`src/hdl/assert_macros.svh`:
```
// Assertion macros used by the RTL that checks itself.
// Depends on nothing; the including module provides clk and rst_n.
`ifndef ASSERT_MACROS_SVH
`define ASSERT_MACROS_SVH

// Same-cycle implication, disabled during reset.
`define CHK_SAME(label, ante, cons, msg) \
  label: assert property (@(posedge clk) disable iff (!rst_n) (ante) |-> (cons)) \
    else $error(msg);

// Next-cycle implication, disabled during reset.
`define CHK_NEXT(label, ante, cons, msg) \
  label: assert property (@(posedge clk) disable iff (!rst_n) (ante) |=> (cons)) \
    else $error(msg);

`endif

```
`src/hdl/glzw_pkg.sv`:
```
// Shared types and constants of the GIF LZW encoder.
// Used by glzw_ctrl, glzw_dp and gif_lzw_encoder; depends on nothing.
package glzw_pkg;

  localparam int DEF_TABLE_SIZE      = 5021;
  localparam int DEF_MAX_CODE_BITS   = 12;
  localparam int DEF_SUB_BLOCK_BYTES = 254;
  localparam int MIN_CODE_LO         = 2;
  localparam int MIN_CODE_HI         = 8;
  localparam int MIN_CODE_RESET      = 8;
  localparam int CFG_W               = 4;

  // Selects the code that a put operation packs.
  localparam logic [1:0] CSEL_PREFIX = 2'd0;
  localparam logic [1:0] CSEL_CLEAR  = 2'd1;
  localparam logic [1:0] CSEL_END    = 2'd2;

  typedef struct packed {
    logic [7:0] pixel;
    logic       last_pixel;
  } in_item_t;

  typedef struct packed {
    logic [7:0] lzw_byte;
    logic       sub_block_end;
    logic       image_end;
    logic       last;
  } out_item_t;

  // Commands from the controller to the datapath.
  typedef struct packed {
    logic       accept;
    logic       init;
    logic       clr_start;
    logic       clr_step;
    logic       tbl_reset;
    logic       hash;
    logic       rd;
    logic       adv;
    logic       hit;
    logic       miss;
    logic       miss_free;
    logic       put;
    logic [1:0] csel;
    logic       emit;
    logic       emit_done;
    logic       set_pfx_sym;
    logic       widen;
    logic       end_widen;
    logic       flush_ld;
    logic       fin;
    logic       push_last;
  } cmd_t;

  // Status from the datapath to the controller.
  typedef struct packed {
    logic started;
    logic lastp;
    logic clr_last;
    logic rd_valid;
    logic rd_match;
    logic probe_last;
    logic total_ge8;
    logic pend_valid;
    logic can_push;
    logic grow;
    logic at_max;
    logic fill_nz;
  } sts_t;

endpackage

```
`src/hdl/glzw_ctrl.sv`:
```
// Sequencer of the GIF LZW encoder: steps one request through hashing,
// probing, code packing and table clearing. Depends on glzw_pkg.
module glzw_ctrl (
  input  logic           clk,
  input  logic           rst_n,
  input  logic           in_valid,
  output logic           in_stall,
  input  glzw_pkg::sts_t sts,
  output glzw_pkg::cmd_t cmd
);
  import glzw_pkg::*;

  localparam logic [4:0] S_IDLE  = 5'd0;
  localparam logic [4:0] S_INIT  = 5'd1;
  localparam logic [4:0] S_CLR   = 5'd2;
  localparam logic [4:0] S_PCLR  = 5'd3;
  localparam logic [4:0] S_EMIT  = 5'd4;
  localparam logic [4:0] S_SPFX  = 5'd5;
  localparam logic [4:0] S_HASH  = 5'd6;
  localparam logic [4:0] S_RD    = 5'd7;
  localparam logic [4:0] S_CHK   = 5'd8;
  localparam logic [4:0] S_MPUT  = 5'd9;
  localparam logic [4:0] S_MISS2 = 5'd10;
  localparam logic [4:0] S_TRST  = 5'd11;
  localparam logic [4:0] S_LCHK  = 5'd12;
  localparam logic [4:0] S_END1  = 5'd13;
  localparam logic [4:0] S_PEND  = 5'd14;
  localparam logic [4:0] S_END2  = 5'd15;
  localparam logic [4:0] S_FIN   = 5'd16;
  localparam logic [4:0] S_DONE  = 5'd17;

  logic [4:0] state_r, state_nxt;
  logic [4:0] ret_r, ret_nxt;
  logic [4:0] clr_ret_r, clr_ret_nxt;

  assign in_stall = (state_r != S_IDLE);

  // Next state and command decode.
  always_comb begin
    state_nxt   = state_r;
    ret_nxt     = ret_r;
    clr_ret_nxt = clr_ret_r;
    cmd         = '0;
    cmd.csel    = CSEL_PREFIX;
    case (state_r)
      S_IDLE: begin
        if (in_valid) begin
          cmd.accept = 1'b1;
          state_nxt  = sts.started ? S_HASH : S_INIT;
        end
      end
      S_INIT: begin
        cmd.init      = 1'b1;
        cmd.clr_start = 1'b1;
        clr_ret_nxt   = S_PCLR;
        state_nxt     = S_CLR;
      end
      S_CLR: begin
        cmd.clr_step = 1'b1;
        if (sts.clr_last) begin
          state_nxt = clr_ret_r;
        end
      end
      S_PCLR: begin
        cmd.put   = 1'b1;
        cmd.csel  = CSEL_CLEAR;
        ret_nxt   = S_SPFX;
        state_nxt = S_EMIT;
      end
      S_EMIT: begin
        if (sts.total_ge8) begin
          if (!sts.pend_valid || sts.can_push) begin
            cmd.emit = 1'b1;
          end
        end else begin
          cmd.emit_done = 1'b1;
          state_nxt     = ret_r;
        end
      end
      S_SPFX: begin
        cmd.set_pfx_sym = 1'b1;
        state_nxt       = S_LCHK;
      end
      S_HASH: begin
        cmd.hash  = 1'b1;
        state_nxt = S_RD;
      end
      S_RD: begin
        cmd.rd    = 1'b1;
        state_nxt = S_CHK;
      end
      S_CHK: begin
        if (!sts.rd_valid) begin
          cmd.miss      = 1'b1;
          cmd.miss_free = 1'b1;
          state_nxt     = S_MPUT;
        end else if (sts.rd_match) begin
          cmd.hit   = 1'b1;
          state_nxt = S_LCHK;
        end else if (sts.probe_last) begin
          cmd.miss  = 1'b1;
          state_nxt = S_MPUT;
        end else begin
          cmd.adv   = 1'b1;
          state_nxt = S_RD;
        end
      end
      S_MPUT: begin
        cmd.put   = 1'b1;
        cmd.csel  = CSEL_PREFIX;
        ret_nxt   = S_MISS2;
        state_nxt = S_EMIT;
      end
      S_MISS2: begin
        cmd.set_pfx_sym = 1'b1;
        if (sts.grow && sts.at_max) begin
          cmd.put   = 1'b1;
          cmd.csel  = CSEL_CLEAR;
          ret_nxt   = S_TRST;
          state_nxt = S_EMIT;
        end else begin
          cmd.widen = sts.grow;
          state_nxt = S_LCHK;
        end
      end
      S_TRST: begin
        cmd.tbl_reset = 1'b1;
        cmd.clr_start = 1'b1;
        clr_ret_nxt   = S_LCHK;
        state_nxt     = S_CLR;
      end
      S_LCHK: begin
        if (sts.lastp) begin
          cmd.put   = 1'b1;
          cmd.csel  = CSEL_PREFIX;
          ret_nxt   = S_END1;
          state_nxt = S_EMIT;
        end else begin
          state_nxt = S_DONE;
        end
      end
      S_END1: begin
        cmd.end_widen = 1'b1;
        state_nxt     = S_PEND;
      end
      S_PEND: begin
        cmd.put   = 1'b1;
        cmd.csel  = CSEL_END;
        ret_nxt   = S_END2;
        state_nxt = S_EMIT;
      end
      S_END2: begin
        if (sts.fill_nz) begin
          cmd.flush_ld = 1'b1;
          ret_nxt      = S_FIN;
          state_nxt    = S_EMIT;
        end else begin
          state_nxt = S_FIN;
        end
      end
      S_FIN: begin
        cmd.fin   = 1'b1;
        state_nxt = S_DONE;
      end
      S_DONE: begin
        if (!sts.pend_valid) begin
          state_nxt = S_IDLE;
        end else if (sts.can_push) begin
          cmd.push_last = 1'b1;
          state_nxt     = S_IDLE;
        end
      end
      default: begin
        state_nxt = S_IDLE;
      end
    endcase
  end

  always_ff @(posedge clk) begin
    if (!rst_n) begin
      state_r   <= S_IDLE;
      ret_r     <= S_IDLE;
      clr_ret_r <= S_IDLE;
    end else begin
      state_r   <= state_nxt;
      ret_r     <= ret_nxt;
      clr_ret_r <= clr_ret_nxt;
    end
  end

endmodule

```
`config.mk`:
```
export PLATFORM = sky130hd
export DESIGN_NAME = glzw_ctrl
export DESIGN_NICKNAME = d
export VERILOG_FILES = /design/src/hdl/assert_macros.svh /design/src/hdl/glzw_pkg.sv /design/src/hdl/glzw_ctrl.sv
export SDC_FILE = /design/constraint.sdc
export NUM_CORES = 1
export LEC_CHECK = 0
export BUFFER_PORTS_ARGS = -buffer_cell sky130_fd_sc_hd__buf_2
export CAP_MARGIN = 20
export CORE_MARGIN = 5
export CORE_UTILIZATION = 45
export CTS_CLUSTER_DIAMETER = 150
export DETAILED_ROUTE_END_ITERATION = 7
export HOLD_SLACK_MARGIN = 0.05
export PLACE_DENSITY = 0.76
export SYNTH_ARGS = -nofsm -noshare
export SYNTH_HDL_FRONTEND = slang
export SYNTH_SLANG_ARGS = --single-unit
```
`constraint.sdc`:
```
create_clock -name clk -period 1.5 [get_ports clk]
set_input_delay 0.3 -clock clk [delete_from_list [all_inputs] [get_ports clk]]
set_output_delay 0.3 -clock clk [all_outputs]
set_load 0.03 [all_outputs]
```
==> impl_metrics.py, run 1 <==
metrics = {
    "floorplan": {
        "initial_core_util_pct": 46.3,
        "die_h_um": 60.0,
        "rows": 18,
        "io-pin-count": 38,
        "dieWidth_um": 60.0,
    },
    "global_route": {
        "grt_max_degree": 16,
    },
    "synth": {
        "syn_area_per_cell_um2": 6.78,
        "ys_seq_area_share_pct": 21.3,
        "synth-seq-cells": 12,
        "synth_edf_count": 0,
        "synth_area_leader_cell": "dfxtp_1",
        "synth_cell_type_count": 45,
        "synth-warning-count": 0,
        "yosys.area.top_type_share_pct": 21.3,
        "synth_area_um2": 1130,
        "synth.area.top_cells": "dfxtp_1 21%, nand2_1 6.3%, nor2_1 6.0%",
        "ys.flop_type": "dfxtp_1",
        "synth_nets": 181,
        "syn_inst": 166,
        "async_reset_ff_share_pct": 0,
    },
    "clock_network": {
        "cts_buffers": 3,
        "cts.path.max_buffers": 2,
        "htree_levels": 1,
        "clock-root-buffer": "clkbuf_4",
        "cts_sinks": 12,
    },
    "sta": {
        "worstEndpointGrtRepair": "cmd[10]",
        "worst_endpoint_kind": "primary output",
    },
    "status": {
        "status": "did not finish",
        "lastStage": "global routing (5_1_grt)",
        "tool.error": "[ERROR DPL-0038] Utilization greater than 100%, impossible to legalize",
    },
    "placed_design": {
        "port_buffers": 37,
        "placed_cells": 266,
        "hpwl_um": 3440,
        "gp_congestion": 0.940,
    },
}
[through the flow]
| stage | worst slack (ps) | cell area, µm² |
|---|---|---|
| 4_1_cts | -352 | 2050 |
| 2_1_floorplan | -169 | 1250 |
| 3_5_place_dp | -340 | 1730 |
| 3_3_place_gp | -286 | 1730 |
[repair_timing]
action / 4_1_cts
pin swaps: 8
hold buffers: 0
setup endpoints to repair: 35
gates cloned: 0
resized for setup: 61
buffers inserted: 12
[synthesized netlist by cell type (2+ instances only)]
master and n:
inv_1 8, o211ai_1 2, a32oi_1 2, nand3_1 4, dfxtp_1 12, o21ai_0 13
nand2_1 19, nor2b_1 3, nor4_1 2, mux2i_1 2, and2_1 3, a21oi_1 12
nand2b_1 6, a21boi_0 2, or3_1 4, nor3_1 4, clkbuf_1 2, buf_2 9
nand4_1 2, nor2_1 18, and3_1 2, nand3b_1 3, or2_2 2, buf_4 3
nor3b_1 4, xnor2_1 3, o211a_1 2
[kinds of logic after synthesis]
family	count (synthesis)	synth area share (%)
buffers and inverters	22	9.33
AO/OA/AOI/OAI	47	28.1
multiplexers	2	1.78
flip-flops	12	21.3
XOR/XNOR	3	2.33
AND/OR/NAND/NOR	80	37.1
==> run 2: changes to the inputs <==
--- a/config.mk
+++ b/config.mk
@@ -7,12 +7,10 @@
 export LEC_CHECK = 0
 export BUFFER_PORTS_ARGS = -buffer_cell sky130_fd_sc_hd__buf_2
 export CAP_MARGIN = 20
-export CORE_MARGIN = 5
-export CORE_UTILIZATION = 45
-export CTS_CLUSTER_DIAMETER = 150
+export CORE_AREA = 5 5 66 68
 export DETAILED_ROUTE_END_ITERATION = 7
-export HOLD_SLACK_MARGIN = 0.05
-export PLACE_DENSITY = 0.76
+export DIE_AREA = 0 0 71 73
+export PLACE_DENSITY_LB_ADDON = 0.15
 export SYNTH_ARGS = -nofsm -noshare
 export SYNTH_HDL_FRONTEND = slang
 export SYNTH_SLANG_ARGS = --single-unit
==> constraint.sdc (replaced) <==
create_clock -name clk -period 2 [get_ports clk]
set_input_delay 0.4 -clock clk [delete_from_list [all_inputs] [get_ports clk]]
set_output_delay 0.4 -clock clk [all_outputs]
set_load 0.03 [all_outputs]
==> run 2 against run 1 <==
Compared with the run above:
- the flow now finishes without violations
- synthesized area is the same
- synthesized cell count is the same
==> impl_metrics.py, run 2 <==
metrics = {
    "floorplan": {
        "die_h_um": 73,
        "dieWidth_um": 71,
        "core_area_um2": 3800,
        "initial_core_util_pct": 29.6,
        "die-area_um2": 5180,
        "io-pin-count": 38,
        "rows": 23,
    },
    "critical_path": {
        "cp_data_required_time_ps": 1600,
        "path_buf_inv": 3,
        "startpoint": "state_r[2]",
        "critPathCaptureType": "output pin",
        "endpoint": "cmd[0]",
        "cp.arrival_ps": 1570,
        "crit_cells": 6,
        "r2r_slack_ps": 210,
        "reg2reg_from": "state_r[2]",
        "reg2reg_depth": 6,
        "cp_max_fo": 14,
        "max_stage_delay_ps": 370,
        "crit_slowest_cell": "dfxtp_4",
        "path_cells": "buf_8 > nor3b_2 > buf_4 > and4_4 > and2_1 > buf_6",
        "crit_family": "simple AND/OR/NAND/NOR gates",
        "cp-start-kind": "flop",
        "crit_type": "reg2out",
        "r2r_end": "ret_r[1]",
    },
    "detailed_routing": {
        "drtAntennaViolNets": 0,
        "viasPerCell": 5.27,
        "route.detailed.drc": 0,
        "firstDrtPassIters": 6,
        "wire_per_inst_um": 16.5,
        "wl_um": 4440,
        "num_vias": 1423,
        "dr.first_iter.drc_count": 133,
    },
    "placed_design": {
        "port_buffers": 37,
        "gp_congestion": 0.852,
        "hpwl_um": 3400,
        "detailed_place.area_um2": 1500,
    },
    "pwr": {
        "swShare_pct": 44.4,
        "p_leak_nw": 0.741,
        "p_clk_share_pct": 18.7,
        "power_frac_seq_pct": 22.9,
        "switching_power_w": 0.000652,
        "p_per_area_nw_per_um2": 875,
        "ir_drop_mv": 0.321,
        "p_int_w": 0.000817,
        "power_frac_comb_pct": 58.4,
    },
    "synth": {
        "ys.flop_type": "dfxtp_1",
        "synth_cell_type_count": 45,
        "synth.area.top_cells": "dfxtp_1 21%, nand2_1 6.3%, nor2_1 6.0%",
        "yosys.area.top_type_share_pct": 21.3,
        "synth_area_leader_cell": "dfxtp_1",
        "async_reset_ff_share_pct": 0,
        "syn_inst": 166,
        "yosys-top-cells-count": "19 x nand2_1, 18 x nor2_1, 13 x o21ai_0, 12 x a21oi_1, 12 x dfxtp_1",
        "synth_nets": 181,
        "yosysMostFrequentCell": "nand2_1",
        "synth_area_um2": 1130,
        "synth_edf_count": 0,
        "synth-warning-count": 0,
        "syn_area_per_cell_um2": 6.78,
        "ys_seq_area_share_pct": 21.3,
        "synth-seq-cells": 12,
    },
    "hold_path": {
        "min_path_type": "reg2reg",
        "holdCritStartpoint": "ret_r[0]",
    },
    "clock_network": {
        "clk_latency_ps": 240,
        "cts_buffers": 3,
        "htree_levels": 1,
        "clk_pin_slew_ps": 60,
        "cts_tree": "done",
        "clock-root-buffer": "clkbuf_8",
        "hold_buffers": 0,
        "cts_sinks": 12,
        "cts.path.max_buffers": 2,
    },
    "sta": {
        "rsz0062_at_grt": "yes",
        "final.period_utilization_pct": 98.5,
        "skew_ps": 4.06,
        "hold_ws_ps": 461,
        "drv_slew": 0,
        "max_freq_mhz": 507,
        "report.final.setup_viol": 0,
        "worstMarginPinSlew_ps": 397,
        "max_slew_margin_pct": 73.5,
        "min_period_ps": 1970,
        "hold_viol": 0,
    },
    "cells_and_area": {
        "final_common_cell": "buf_2",
        "stdcell_area_um2": 1680,
        "fin_nets": 236,
        "final_cell_mix": "32 x buf_2, 27 x buf_4, 19 x nand2_1",
        "layout-drive-gt1-share_pct": 40.5,
        "reg.largest.list": "ret_r x5, state_r x5, clr_ret_r x2",
        "num_antenna_cells": 0,
        "areaGrowthSynthToFinish_pct": 49.0,
    },
    "global_route": {
        "gr-total-overflow": 0,
        "grt_pass1_vias": 1463,
        "grt_usage_pct": 17.2,
        "antenna_found_initial": 0,
        "grt_max_degree": 17,
        "grt_pass1_wl_um": 7080,
    },
    "job": {
        "maxCapViolCount": 0,
    },
    "status": {
        "status": "finished clean",
    },
}
-- run 2: cell counts after synthesis --
Identical to the previous run, type by type.
-- run 2: worst min-delay path by stage --
stage / to / slack, ps / cells past startpoint
floorplan: ret_r[0] / 430 / 2
global placement: ret_r[0] / 460 / 2
detailed placement: ret_r[0] / 450 / 2
CTS: ret_r[0] / 460 / 2
global route: ret_r[1] / 490 / 2
finish: ret_r[0] / 460 / 2
-- run 2: worst min-delay path, cell delays in order (launching register included) --
cell	delay [ps]
dfxtp_1	310
nand2_1	50
a21boi_1	50
-- run 2: cell type report --
cell class	instances	area [µm²]
Sequential cell	12	254
Fill cell	406	2120
Inverter	8	30.0
Multi-Input combinational cell	132	857
Timing Repair Buffer	64	419
Clock buffer	4	55.1
Tap cell	50	62.6
-- run 2: metal layers --
metal	global-route usage (%)	part of all wire, %
met3	3.03	4.9
met4	8.35	3.0
met5	0	0
met1	20.5	43
met2	29.9	49
-- run 2: cell families after synthesis --
| group | count (synthesis) | share of synthesized area [%] |
|---|---|---|
| AOI/OAI and AO/OA | 47 | 28.1 |
| xor gates and xnor gates | 3 | 2.33 |
| buffers and inverters | 22 | 9.33 |
| DFF | 12 | 21.3 |
| muxes | 2 | 1.78 |
| and+or+nand+nor | 80 | 37.1 |
-- run 2: through the flow --
stage / util [%] / std cells / setup TNS [ps] / worst slack, ps / power [W]
3_5_place_dp: 39.4 / 263 / 0 / 9.16 / 0.00110
4_1_cts: 43.1 / 268 / 0 / 3.51 / 0.00143
2_1_floorplan: - / 166 / -12.8 / -8.70 / 0.000823
3_3_place_gp: 39.4 / 263 / 0 / 40.7 / 0.00110
5_1_grt: 44.2 / 270 / -145 / -41.8 / 0.00155
6_report: 44.2 / 270 / 0 / 29.3 / 0.00147
-- run 2: what timing repair did --
action,4_1_cts,5_1_grt
setup endpoints to repair,20,9
endpoints found under the hold margin,0,0
resized for setup,22,8
pin swaps,1,0
buffers inserted,1,2
-- run 2: power by group through the flow --
stage                     clock, W  sequential, W  combinational [W]
after floorplan                  0       0.000284           0.000540
after global placement           0       0.000326           0.000770
after detailed placement         0       0.000329           0.000769
after CTS                 0.000279       0.000335           0.000817
after global routing      0.000292       0.000341           0.000921
final                     0.000275       0.000337           0.000858
(Power assumes the default switching activity.)
